## src/design/prgrt_pkg.sv

```systemverilog
package prgrt_pkg;

   localparam int COORD_WIDTH = 24;
   localparam int COLOR_WIDTH = 24;
   localparam int WORLD_WIDTH = 32;
   localparam int CFG_IDX_W = 3;
   localparam int CFG_DATA_W = 32;

   localparam int REQ_DATA_W = ((3 * COORD_WIDTH + COLOR_WIDTH + 7) / 8) * 8;
   localparam int RSP_DATA_W =
      ((1 + 3 * COORD_WIDTH + 3 * WORLD_WIDTH + COLOR_WIDTH + 7) / 8) * 8;

   localparam logic [CFG_IDX_W-1:0] REG_QUAT_W = 3'd0;
   localparam logic [CFG_IDX_W-1:0] REG_QUAT_X = 3'd1;
   localparam logic [CFG_IDX_W-1:0] REG_QUAT_Y = 3'd2;
   localparam logic [CFG_IDX_W-1:0] REG_QUAT_Z = 3'd3;
   localparam logic [CFG_IDX_W-1:0] REG_POS_X = 3'd4;
   localparam logic [CFG_IDX_W-1:0] REG_POS_Y = 3'd5;
   localparam logic [CFG_IDX_W-1:0] REG_POS_Z = 3'd6;
   localparam logic [CFG_IDX_W-1:0] REG_RIG = 3'd7;

   localparam logic [7:0] RIG_LEGGED_A = 8'd3;
   localparam logic [7:0] RIG_LEGGED_B = 8'd4;

   // Squared range limit of 4 m^2 in (1/4096 m)^2 units.
   localparam int GATE_SHIFT = 26;

   typedef struct packed {
      logic              valid;
      logic [8:0][15:0]  rot;
      logic [2:0][31:0]  trans;
   } xform_type;

   // Divide by 2^14, rounding to nearest with ties away from zero.
   function automatic logic signed [47:0] rnd14(input logic signed [47:0] n);
      logic [47:0] mag;
      logic [47:0] r;
      mag = n[47] ? 48'(-n) : 48'(n);
      r = (mag + 48'd8192) >> 14;
      return n[47] ? -$signed(r) : $signed(r);
   endfunction

   function automatic logic signed [15:0] sat16(input logic signed [47:0] v);
      if (v > 48'sd32767) return 16'sh7fff;
      if (v < -48'sd32768) return 16'sh8000;
      return v[15:0];
   endfunction

   function automatic logic signed [31:0] sat32(input logic signed [47:0] v);
      if (v > 48'sd2147483647) return 32'sh7fffffff;
      if (v < -48'sd2147483648) return 32'sh80000000;
      return v[31:0];
   endfunction

   // Lidar-to-camera rotation in units of 1e-5, row major.
   function automatic logic signed [17:0] ext_rot(input logic legged, input logic [3:0] idx);
      if (legged) begin
         case (idx)
            4'd0: return -18'sd1345;
            4'd1: return -18'sd176;
            4'd2: return 18'sd99991;
            4'd3: return 18'sd99991;
            4'd4: return -18'sd176;
            4'd5: return 18'sd1344;
            4'd6: return 18'sd174;
            4'd7: return 18'sd100000;
            4'd8: return 18'sd178;
            default: return 18'sd0;
         endcase
      end else begin
         case (idx)
            4'd0: return -18'sd1181;
            4'd1: return 18'sd53;
            4'd2: return 18'sd99993;
            4'd3: return -18'sd99984;
            4'd4: return 18'sd1322;
            4'd5: return -18'sd1182;
            4'd6: return -18'sd1322;
            4'd7: return -18'sd99991;
            4'd8: return 18'sd38;
            default: return 18'sd0;
         endcase
      end
   endfunction

   // Camera offset plus IMU-to-lidar offset, in units of 1e-5 m.
   function automatic logic signed [17:0] ext_off(input logic legged, input logic [1:0] k);
      if (legged) begin
         case (k)
            2'd0: return 18'sd9187;
            2'd1: return -18'sd6986;
            2'd2: return -18'sd3947;
            default: return 18'sd0;
         endcase
      end else begin
         case (k)
            2'd0: return 18'sd5242;
            2'd1: return 18'sd4740;
            2'd2: return -18'sd14053;
            default: return 18'sd0;
         endcase
      end
   endfunction

endpackage

```

## src/design/prgrt_xform.sv

```systemverilog
module prgrt_xform (
   input  logic                                clock,
   input  logic                                reset,
   input  logic                                csr_we,
   input  logic [prgrt_pkg::CFG_IDX_W-1:0]     csr_index,
   input  logic [prgrt_pkg::CFG_DATA_W-1:0]    csr_wdata,
   output prgrt_pkg::xform_type                xf
);
   import prgrt_pkg::*;

   // Smallest m with floor(n * m / 2^41) == floor(n / 3125) for every n below 2^29.
   localparam logic [29:0] RECIP_3125 = 30'd703687442;

   typedef enum logic [2:0] {ST_MAC, ST_POST, ST_DIV, ST_STORE, ST_READY} state_type;
   typedef enum logic [1:0] {PH_QUAT, PH_ROT, PH_TRANS} phase_type;

   typedef struct packed {
      logic [1:0] ai;
      logic [1:0] bi;
      logic       neg;
   } qsel_type;

   state_type          state_ff;
   phase_type          phase_ff;
   logic [1:0]         row_ff, col_ff, term_ff;
   logic signed [39:0] acc_ff;
   logic [28:0]        num_ff;
   logic [17:0]        quo_ff;
   logic               neg_ff;

   logic signed [15:0] quat_ff [4];
   logic signed [31:0] pos_ff [3];
   logic [7:0]         rig_ff;
   logic signed [15:0] rp_ff [9];
   logic [8:0][15:0]   rot_ff;
   logic [2:0][31:0]   trans_ff;

   // Which quaternion components feed each term of the rotation matrix.
   // Diagonal entries hold the sum of two squares, subtracted from one later.
   function automatic qsel_type qsel(input logic [3:0] ent, input logic term);
      case ({ent, term})
         {4'd0, 1'b0}: return '{2'd2, 2'd2, 1'b0};
         {4'd0, 1'b1}: return '{2'd3, 2'd3, 1'b0};
         {4'd1, 1'b0}: return '{2'd1, 2'd2, 1'b0};
         {4'd1, 1'b1}: return '{2'd0, 2'd3, 1'b1};
         {4'd2, 1'b0}: return '{2'd1, 2'd3, 1'b0};
         {4'd2, 1'b1}: return '{2'd0, 2'd2, 1'b0};
         {4'd3, 1'b0}: return '{2'd1, 2'd2, 1'b0};
         {4'd3, 1'b1}: return '{2'd0, 2'd3, 1'b0};
         {4'd4, 1'b0}: return '{2'd1, 2'd1, 1'b0};
         {4'd4, 1'b1}: return '{2'd3, 2'd3, 1'b0};
         {4'd5, 1'b0}: return '{2'd2, 2'd3, 1'b0};
         {4'd5, 1'b1}: return '{2'd0, 2'd1, 1'b1};
         {4'd6, 1'b0}: return '{2'd1, 2'd3, 1'b0};
         {4'd6, 1'b1}: return '{2'd0, 2'd2, 1'b1};
         {4'd7, 1'b0}: return '{2'd2, 2'd3, 1'b0};
         {4'd7, 1'b1}: return '{2'd0, 2'd1, 1'b0};
         {4'd8, 1'b0}: return '{2'd1, 2'd1, 1'b0};
         {4'd8, 1'b1}: return '{2'd2, 2'd2, 1'b0};
         default:      return '{2'd0, 2'd0, 1'b0};
      endcase
   endfunction

   logic               legged;
   logic [3:0]         ent;
   logic [3:0]         rp_idx;
   logic [3:0]         er_idx;
   qsel_type           qs;
   logic signed [15:0] mul_a;
   logic signed [17:0] mul_b;
   logic signed [33:0] prod;
   logic               mul_neg;
   logic               last_term;
   logic               last_ent;
   logic               diag;
   logic signed [47:0] q28;
   logic [39:0]        acc_mag;
   logic [17:0]        half;
   logic [39:0]        rnd_mag;
   logic [28:0]        num_in;
   logic [58:0]        recip_prod;
   logic signed [47:0] quo_s;

   always_comb begin
      legged = (rig_ff == RIG_LEGGED_A) || (rig_ff == RIG_LEGGED_B);
      ent = 4'({row_ff, 1'b0}) + 4'(row_ff) + 4'(col_ff);
      rp_idx = 4'({row_ff, 1'b0}) + 4'(row_ff) + 4'(term_ff);
      er_idx = 4'({term_ff, 1'b0}) + 4'(term_ff) + 4'(col_ff);
      qs = qsel(ent, term_ff[0]);
      case (phase_ff)
         PH_QUAT: begin
            mul_a = quat_ff[qs.ai];
            mul_b = 18'(quat_ff[qs.bi]);
            mul_neg = qs.neg;
         end
         PH_ROT: begin
            mul_a = rp_ff[rp_idx];
            mul_b = ext_rot(legged, er_idx);
            mul_neg = 1'b0;
         end
         default: begin
            mul_a = rp_ff[rp_idx];
            mul_b = ext_off(legged, term_ff);
            mul_neg = 1'b0;
         end
      endcase
      prod = mul_a * mul_b;
      last_term = (phase_ff == PH_QUAT) ? (term_ff == 2'd1) : (term_ff == 2'd2);
      last_ent = (phase_ff == PH_TRANS) ? (row_ff == 2'd2)
                                        : (row_ff == 2'd2 && col_ff == 2'd2);
      diag = (ent == 4'd0) || (ent == 4'd4) || (ent == 4'd8);
      q28 = diag ? (48'sd268435456 - 48'(acc_ff) * 48'sd2) : 48'(acc_ff) * 48'sd2;
      acc_mag = acc_ff[39] ? 40'(-acc_ff) : 40'(acc_ff);
      half = (phase_ff == PH_ROT) ? 18'd50000 : 18'd200000;
      rnd_mag = acc_mag + 40'(half);
      // 100000 is 32 * 3125 and 400000 is 128 * 3125, so the power of two is
      // shifted out first and only a division by 3125 remains.
      num_in = (phase_ff == PH_ROT) ? rnd_mag[33:5] : rnd_mag[35:7];
      recip_prod = 59'(num_ff) * 59'(RECIP_3125);
      quo_s = neg_ff ? -48'(quo_ff) : 48'(quo_ff);
   end

   always_ff @(posedge clock) begin
      if (reset) begin
         state_ff <= ST_MAC;
         phase_ff <= PH_QUAT;
         row_ff <= 2'd0;
         col_ff <= 2'd0;
         term_ff <= 2'd0;
         acc_ff <= '0;
         quat_ff[0] <= 16'sd16384;
         quat_ff[1] <= '0;
         quat_ff[2] <= '0;
         quat_ff[3] <= '0;
         pos_ff[0] <= '0;
         pos_ff[1] <= '0;
         pos_ff[2] <= '0;
         rig_ff <= 8'd4;
      end else if (csr_we) begin
         // Any register change restarts the rebuild of the cached transform.
         unique case (csr_index)
            REG_QUAT_W: quat_ff[0] <= csr_wdata[15:0];
            REG_QUAT_X: quat_ff[1] <= csr_wdata[15:0];
            REG_QUAT_Y: quat_ff[2] <= csr_wdata[15:0];
            REG_QUAT_Z: quat_ff[3] <= csr_wdata[15:0];
            REG_POS_X:  pos_ff[0] <= csr_wdata;
            REG_POS_Y:  pos_ff[1] <= csr_wdata;
            REG_POS_Z:  pos_ff[2] <= csr_wdata;
            REG_RIG:    rig_ff <= csr_wdata[7:0];
            default:    rig_ff <= rig_ff;
         endcase
         state_ff <= ST_MAC;
         phase_ff <= PH_QUAT;
         row_ff <= 2'd0;
         col_ff <= 2'd0;
         term_ff <= 2'd0;
         acc_ff <= '0;
      end else begin
         unique case (state_ff)
            ST_MAC: begin
               acc_ff <= mul_neg ? acc_ff - 40'(prod) : acc_ff + 40'(prod);
               if (last_term) begin
                  term_ff <= 2'd0;
                  state_ff <= ST_POST;
               end else begin
                  term_ff <= term_ff + 2'd1;
               end
            end
            ST_POST: begin
               if (phase_ff == PH_QUAT) begin
                  rp_ff[ent] <= sat16(rnd14(q28));
                  acc_ff <= '0;
                  state_ff <= ST_MAC;
                  if (last_ent) begin
                     phase_ff <= PH_ROT;
                     row_ff <= 2'd0;
                     col_ff <= 2'd0;
                  end else if (col_ff == 2'd2) begin
                     col_ff <= 2'd0;
                     row_ff <= row_ff + 2'd1;
                  end else begin
                     col_ff <= col_ff + 2'd1;
                  end
               end else begin
                  neg_ff <= acc_ff[39];
                  num_ff <= num_in;
                  state_ff <= ST_DIV;
               end
            end
            ST_DIV: begin
               quo_ff <= recip_prod[58:41];
               state_ff <= ST_STORE;
            end
            ST_STORE: begin
               acc_ff <= '0;
               state_ff <= ST_MAC;
               if (phase_ff == PH_ROT) begin
                  rot_ff[ent] <= sat16(quo_s);
                  if (last_ent) begin
                     phase_ff <= PH_TRANS;
                     row_ff <= 2'd0;
                     col_ff <= 2'd0;
                  end else if (col_ff == 2'd2) begin
                     col_ff <= 2'd0;
                     row_ff <= row_ff + 2'd1;
                  end else begin
                     col_ff <= col_ff + 2'd1;
                  end
               end else begin
                  trans_ff[row_ff] <= sat32(48'(pos_ff[row_ff]) + quo_s);
                  if (last_ent) state_ff <= ST_READY;
                  else row_ff <= row_ff + 2'd1;
               end
            end
            ST_READY: state_ff <= ST_READY;
            default: state_ff <= ST_MAC;
         endcase
      end
   end

   assign xf.valid = (state_ff == ST_READY);
   assign xf.rot = rot_ff;
   assign xf.trans = trans_ff;

endmodule

```

## config.mk

```make
export PLATFORM = sky130hd
export DESIGN_NAME = prgrt_xform
export DESIGN_NICKNAME = d
export VERILOG_FILES = /design/src/design/prgrt_pkg.sv /design/src/design/prgrt_xform.sv
export SDC_FILE = /design/constraint.sdc
export NUM_CORES = 2
export LEC_CHECK = 0
export BUFFER_PORTS_ARGS = -buffer_cell sky130_fd_sc_hd__buf_4
export CAP_MARGIN = 20
export CORE_MARGIN = 4
export CORE_UTILIZATION = 55
export CTS_BUF_LIST = sky130_fd_sc_hd__clkbuf_4
export CTS_CLUSTER_DIAMETER = 200
export DETAILED_ROUTE_END_ITERATION = 10
export GPL_TIMING_DRIVEN = 0
export PLACE_DENSITY = 0.79
export SYNTH_ARGS = -nofsm -noshare
export SYNTH_HDL_FRONTEND = slang
export SYNTH_SLANG_ARGS = --single-unit
```

## constraint.sdc

```tcl
create_clock -name clock -period 14.38 [get_ports clock]
set_clock_uncertainty 0.15 [all_clocks]
set_input_delay 2.876 -clock clock [delete_from_list [all_inputs] [get_ports clock]]
set_output_delay 2.876 -clock clock [all_outputs]
set_load 0.01 [all_outputs]
```

==> results.md <==
### Synth
* **Top FF cell, synth** sky130_fd_sc_hd__edfxtp_1
* **cell with the most instances after synthesis** sky130_fd_sc_hd__inv_1
* **Avg Synthesized Cell Area** 10.52 sq um
* **number of flops mapped to enable cells by yosys** 592
* **flop and latch count out of synthesis** 653
* **most numerous cell types in the synthesized netlist** 906 x sky130_fd_sc_hd__inv_1, 618 x sky130_fd_sc_hd__fa_1, 592 x sky130_fd_sc_hd__edfxtp_1
* **Seq/Total Area, Yosys** 30.54%
* **Synth cell types** 117
* **share of flip-flops with an asynchronous set or reset after synthesis** 0%
* **Warnings, synthesis** 0
* **cell area after synthesis** 62220 sq um
* **cell taking the most area after synthesis** sky130_fd_sc_hd__edfxtp_1
* **synthesized netlist net count** 7158
* **area fraction of the dominant cell type after synthesis** 28.57%
* **cell count after synthesis** 5915
* **most area-consuming cells after synthesis** sky130_fd_sc_hd__edfxtp_1 29%, sky130_fd_sc_hd__fa_1 20%, sky130_fd_sc_hd__ha_1 12%, sky130_fd_sc_hd__inv_1 5.5%, sky130_fd_sc_hd__xnor2_1 3.0%

### Routing
* **vias after detailed routing** 47.08k
* **post-route ant nets** 0
* **routed len/inst** 20.93 um
* **total wire length after detailed routing** 167800 um
* **first drt pass iteration count** 7
* **DRC violation total after the first TritonRoute iteration** 4460
* **via/cell ratio** 5.872
* **drc violations** 0

### Worst setup path
* **Worst Path Max Fanout** 10
* **library cell contributing the largest single delay on the critical path** sky130_fd_sc_hd__fa_1
* **critical path launch point** row_ff[0]$_SDFFE_PN0P_
* **worst setup path class** register to register
* **capture point of the worst reg-to-reg path** acc_ff[39]$_SDFFE_PN0P_
* **Crit path arrival time** 14560 ps
* **most used cell along the critical path** sky130_fd_sc_hd__fa_1
* **Critical Path RT** 15150 ps
* **highest cell delay on the worst timing path** 580 ps
* **startpoint of the worst-slack reg-to-reg timing path** row_ff[0]$_SDFFE_PN0P_
* **capture point of the worst path** acc_ff[39]$_SDFFE_PN0P_
* **sort of element at the start of the critical path** register
* **worst reg2reg path depth** 50
* **kind of end point of the critical path** register
* **worst setup slack for register-to-register paths** 590 ps

### Clocking
* **number of sinks driven by the clock tree** 653
* **clock insertion delay at the later pin of the skew report** 1050 ps
* **register clock-pin slew on the reported worst setup and hold paths** 70 ps
* **cell at the root of the clock tree** sky130_fd_sc_hd__clkbuf_4
* **H-tree depth** 4
* **maximum root-to-sink buffer count** 3
* **TritonCTS clock tree** done
* **clock buffers created by TritonCTS** 158

### Floorplan
* **number of core rows** 123
* **area inside the core boundary** 112300 sq um
* **y dimension of the die** 344.3 um
* **effective utilization at floorplan** 55.38%
* **Die X** 344.3 um
* **Die Footprint** 118600 sq um
* **Boundary Pins** 279

### Layout
* **number of nets in the finished design** 7633
* **number of fill cells in the layout** 8875
* **Area Growth Syn to Fin** 11.29%
* **share of final-layout standard cells stronger than drive strength 1** 13.56%

### Global routing
* **GRT Total Usage** 28.43%
* **first-pass GRT wire length** 261800 um
* **number of global-route vias before repair** 47.81k
* **number of antenna violations at the first check in global routing** 6
* **pin count of the biggest net entering global routing** 33
* **Remaining Overflow, GRT** 0

### Timing
* **Slew Limit Headroom** 23.70%
* **minimum setup slack in the final design** 586.5 ps
* **Finish-stage setup viols** 0
* **minimum clock period** 13790 ps
* **period utilisation layout** 95.92%
* **pins over their slew limit** 0
* **maximum clock rate** 72.50 MHz
* **final hold violation count** 0
* **actual transition at the worst max-transition pin** 1133 ps

### Placement
* **hpwl dp** 132500 um
* **worst slack at placement** -811.2 ps
* **count of port buffers added during placement** 273
* **last weighted congestion value of the routability-driven placer** 0.9685

### Run status
* **outcome** completed

### Flow run
* **max_cap viols** 0

### Hold path
* **Hold/Removal Path Class** register to register

[per-stage QoR]
step           area, sq um  utilization (%)  instances  hold slack, ps  TNS (ps)
6_report             69240            61.63       8018           313.8         0
5_1_grt              69240            61.63       8017           333.5    -40.69
4_1_cts              68930            61.36       8002           309.6         0
3_5_place_dp         66710            59.38       7721           300.8     -2243
3_3_place_gp         66140            58.88       7688           292.6    -893.7
2_1_floorplan        62220                -       5915           256.4         0
[cells by family (layout without fill, tap and decap cells)]
group,count (synthesis),in the layout,synth area share (%)
AOI/OAI and AO/OA,980,980,10.72
xor gates and xnor gates,344,344,4.975
adders and majority gates,1206,1206,31.71
buffers and inverters,1126,1722,6.918
DFF,653,653,30.54
muxes,168,168,3.527
other,0,7,0
and+or+nand+nor,1438,1438,11.62
[final cells by class]
| type | instances | area, sq um | area share [%] |
|---|---|---|---|
| antenna | 7 | 17.52 | 0.02530 |
| buffer | 216 | 933.4 | 1.348 |
| clock buffer | 224 | 1682 | 2.429 |
| clock inverter | 57 | 446.7 | 0.6451 |
| inverter | 906 | 3401 | 4.912 |
| multi-input combinational | 4136 | 39290 | 56.75 |
| sequential | 653 | 19000 | 27.44 |
| tap | 1500 | 1877 | 2.711 |
| timing repair buffer | 319 | 2591 | 3.742 |
[worst min-delay path by stage]
stage	to	start	cells after the start	slack (ps)
global route	rig_ff[5]$_SDFFE_PP0P_	rig_ff[5]$_SDFFE_PP0P_	2	330
floorplan	neg_ff$_DFFE_PP_	acc_ff[39]$_SDFFE_PN0P_	0	260
CTS	rig_ff[6]$_SDFFE_PP0P_	rig_ff[6]$_SDFFE_PP0P_	2	310
detailed placement	rig_ff[6]$_SDFFE_PP0P_	rig_ff[6]$_SDFFE_PP0P_	2	300
global placement	rig_ff[6]$_SDFFE_PP0P_	rig_ff[6]$_SDFFE_PP0P_	2	290
finish	rig_ff[6]$_SDFFE_PP0P_	rig_ff[6]$_SDFFE_PP0P_	2	310
[state kept, by name, indices dropped and copies added (netlist names), named ones only]
register and count:
row_ff 2, col_ff 2, phase_ff 2, pos_ff 96, acc_ff 40, term_ff 2, neg_ff 1, num_ff 29
state_ff 3, xf 240, rp_ff 144, quat_ff 64, quo_ff 18, rig_ff 8
[worst max-delay path, delay by kind of cell (launching register included)]
kind | cells | cell delay, ps
fa+ha+maj | 10 | 4680
flops | 1 | 470
mux | 2 | 570
simple gates | 11 | 2480
buf+inv | 10 | 1500
compound gates | 17 | 3800
[repair_timing]
| item | in CTS | in global routing |
|---|---|---|
| pin swaps | 0 | 4 |
| endpoints found under the setup margin | 7 | 12 |
| hold buffers | 0 | 0 |
| setup buffers | 0 | 6 |
| gates resized for setup | 27 | 85 |
[per-layer routing]
layer | vias up | global-route usage, % | part of all wire (%)
met2 | 2197 | 47.70 | 48
met4 | 6 | 12.61 | 4.5
li1 | 21260 | - | -
met1 | 23190 | 35.89 | 38
met5 | - | 0 | 0.026
met3 | 421 | 5.585 | 8.7
[cell usage in the layout (no fill, tap or decap), types with 44 or more instances in the layout]
cell type | netlist | final
sky130_fd_sc_hd__a211oi_1 | 65 | 60
sky130_fd_sc_hd__a21o_1 | 76 | 75
sky130_fd_sc_hd__a21oi_1 | 242 | 233
sky130_fd_sc_hd__and2_1 | 130 | 130
sky130_fd_sc_hd__buf_4 | 5 | 293
sky130_fd_sc_hd__clkbuf_1 | 172 | 144
sky130_fd_sc_hd__clkbuf_4 | 0 | 231
sky130_fd_sc_hd__dfxtp_1 | 61 | 61
sky130_fd_sc_hd__edfxtp_1 | 592 | 592
sky130_fd_sc_hd__fa_1 | 618 | 618
sky130_fd_sc_hd__ha_1 | 587 | 587
sky130_fd_sc_hd__inv_1 | 906 | 906
sky130_fd_sc_hd__mux2i_1 | 109 | 107
sky130_fd_sc_hd__nand2_1 | 344 | 343
sky130_fd_sc_hd__nand2b_1 | 72 | 72
sky130_fd_sc_hd__nand3_1 | 62 | 62
sky130_fd_sc_hd__nor2_1 | 419 | 399
sky130_fd_sc_hd__nor2b_1 | 54 | 54
sky130_fd_sc_hd__nor3_1 | 106 | 104
sky130_fd_sc_hd__o21ai_0 | 188 | 184
sky130_fd_sc_hd__or3_1 | 44 | 44
sky130_fd_sc_hd__xnor2_1 | 214 | 214
sky130_fd_sc_hd__xor2_1 | 122 | 119
Power is not shown: default switching activity piles up to over one toggle a cycle in this logic, so the estimate is an artifact.
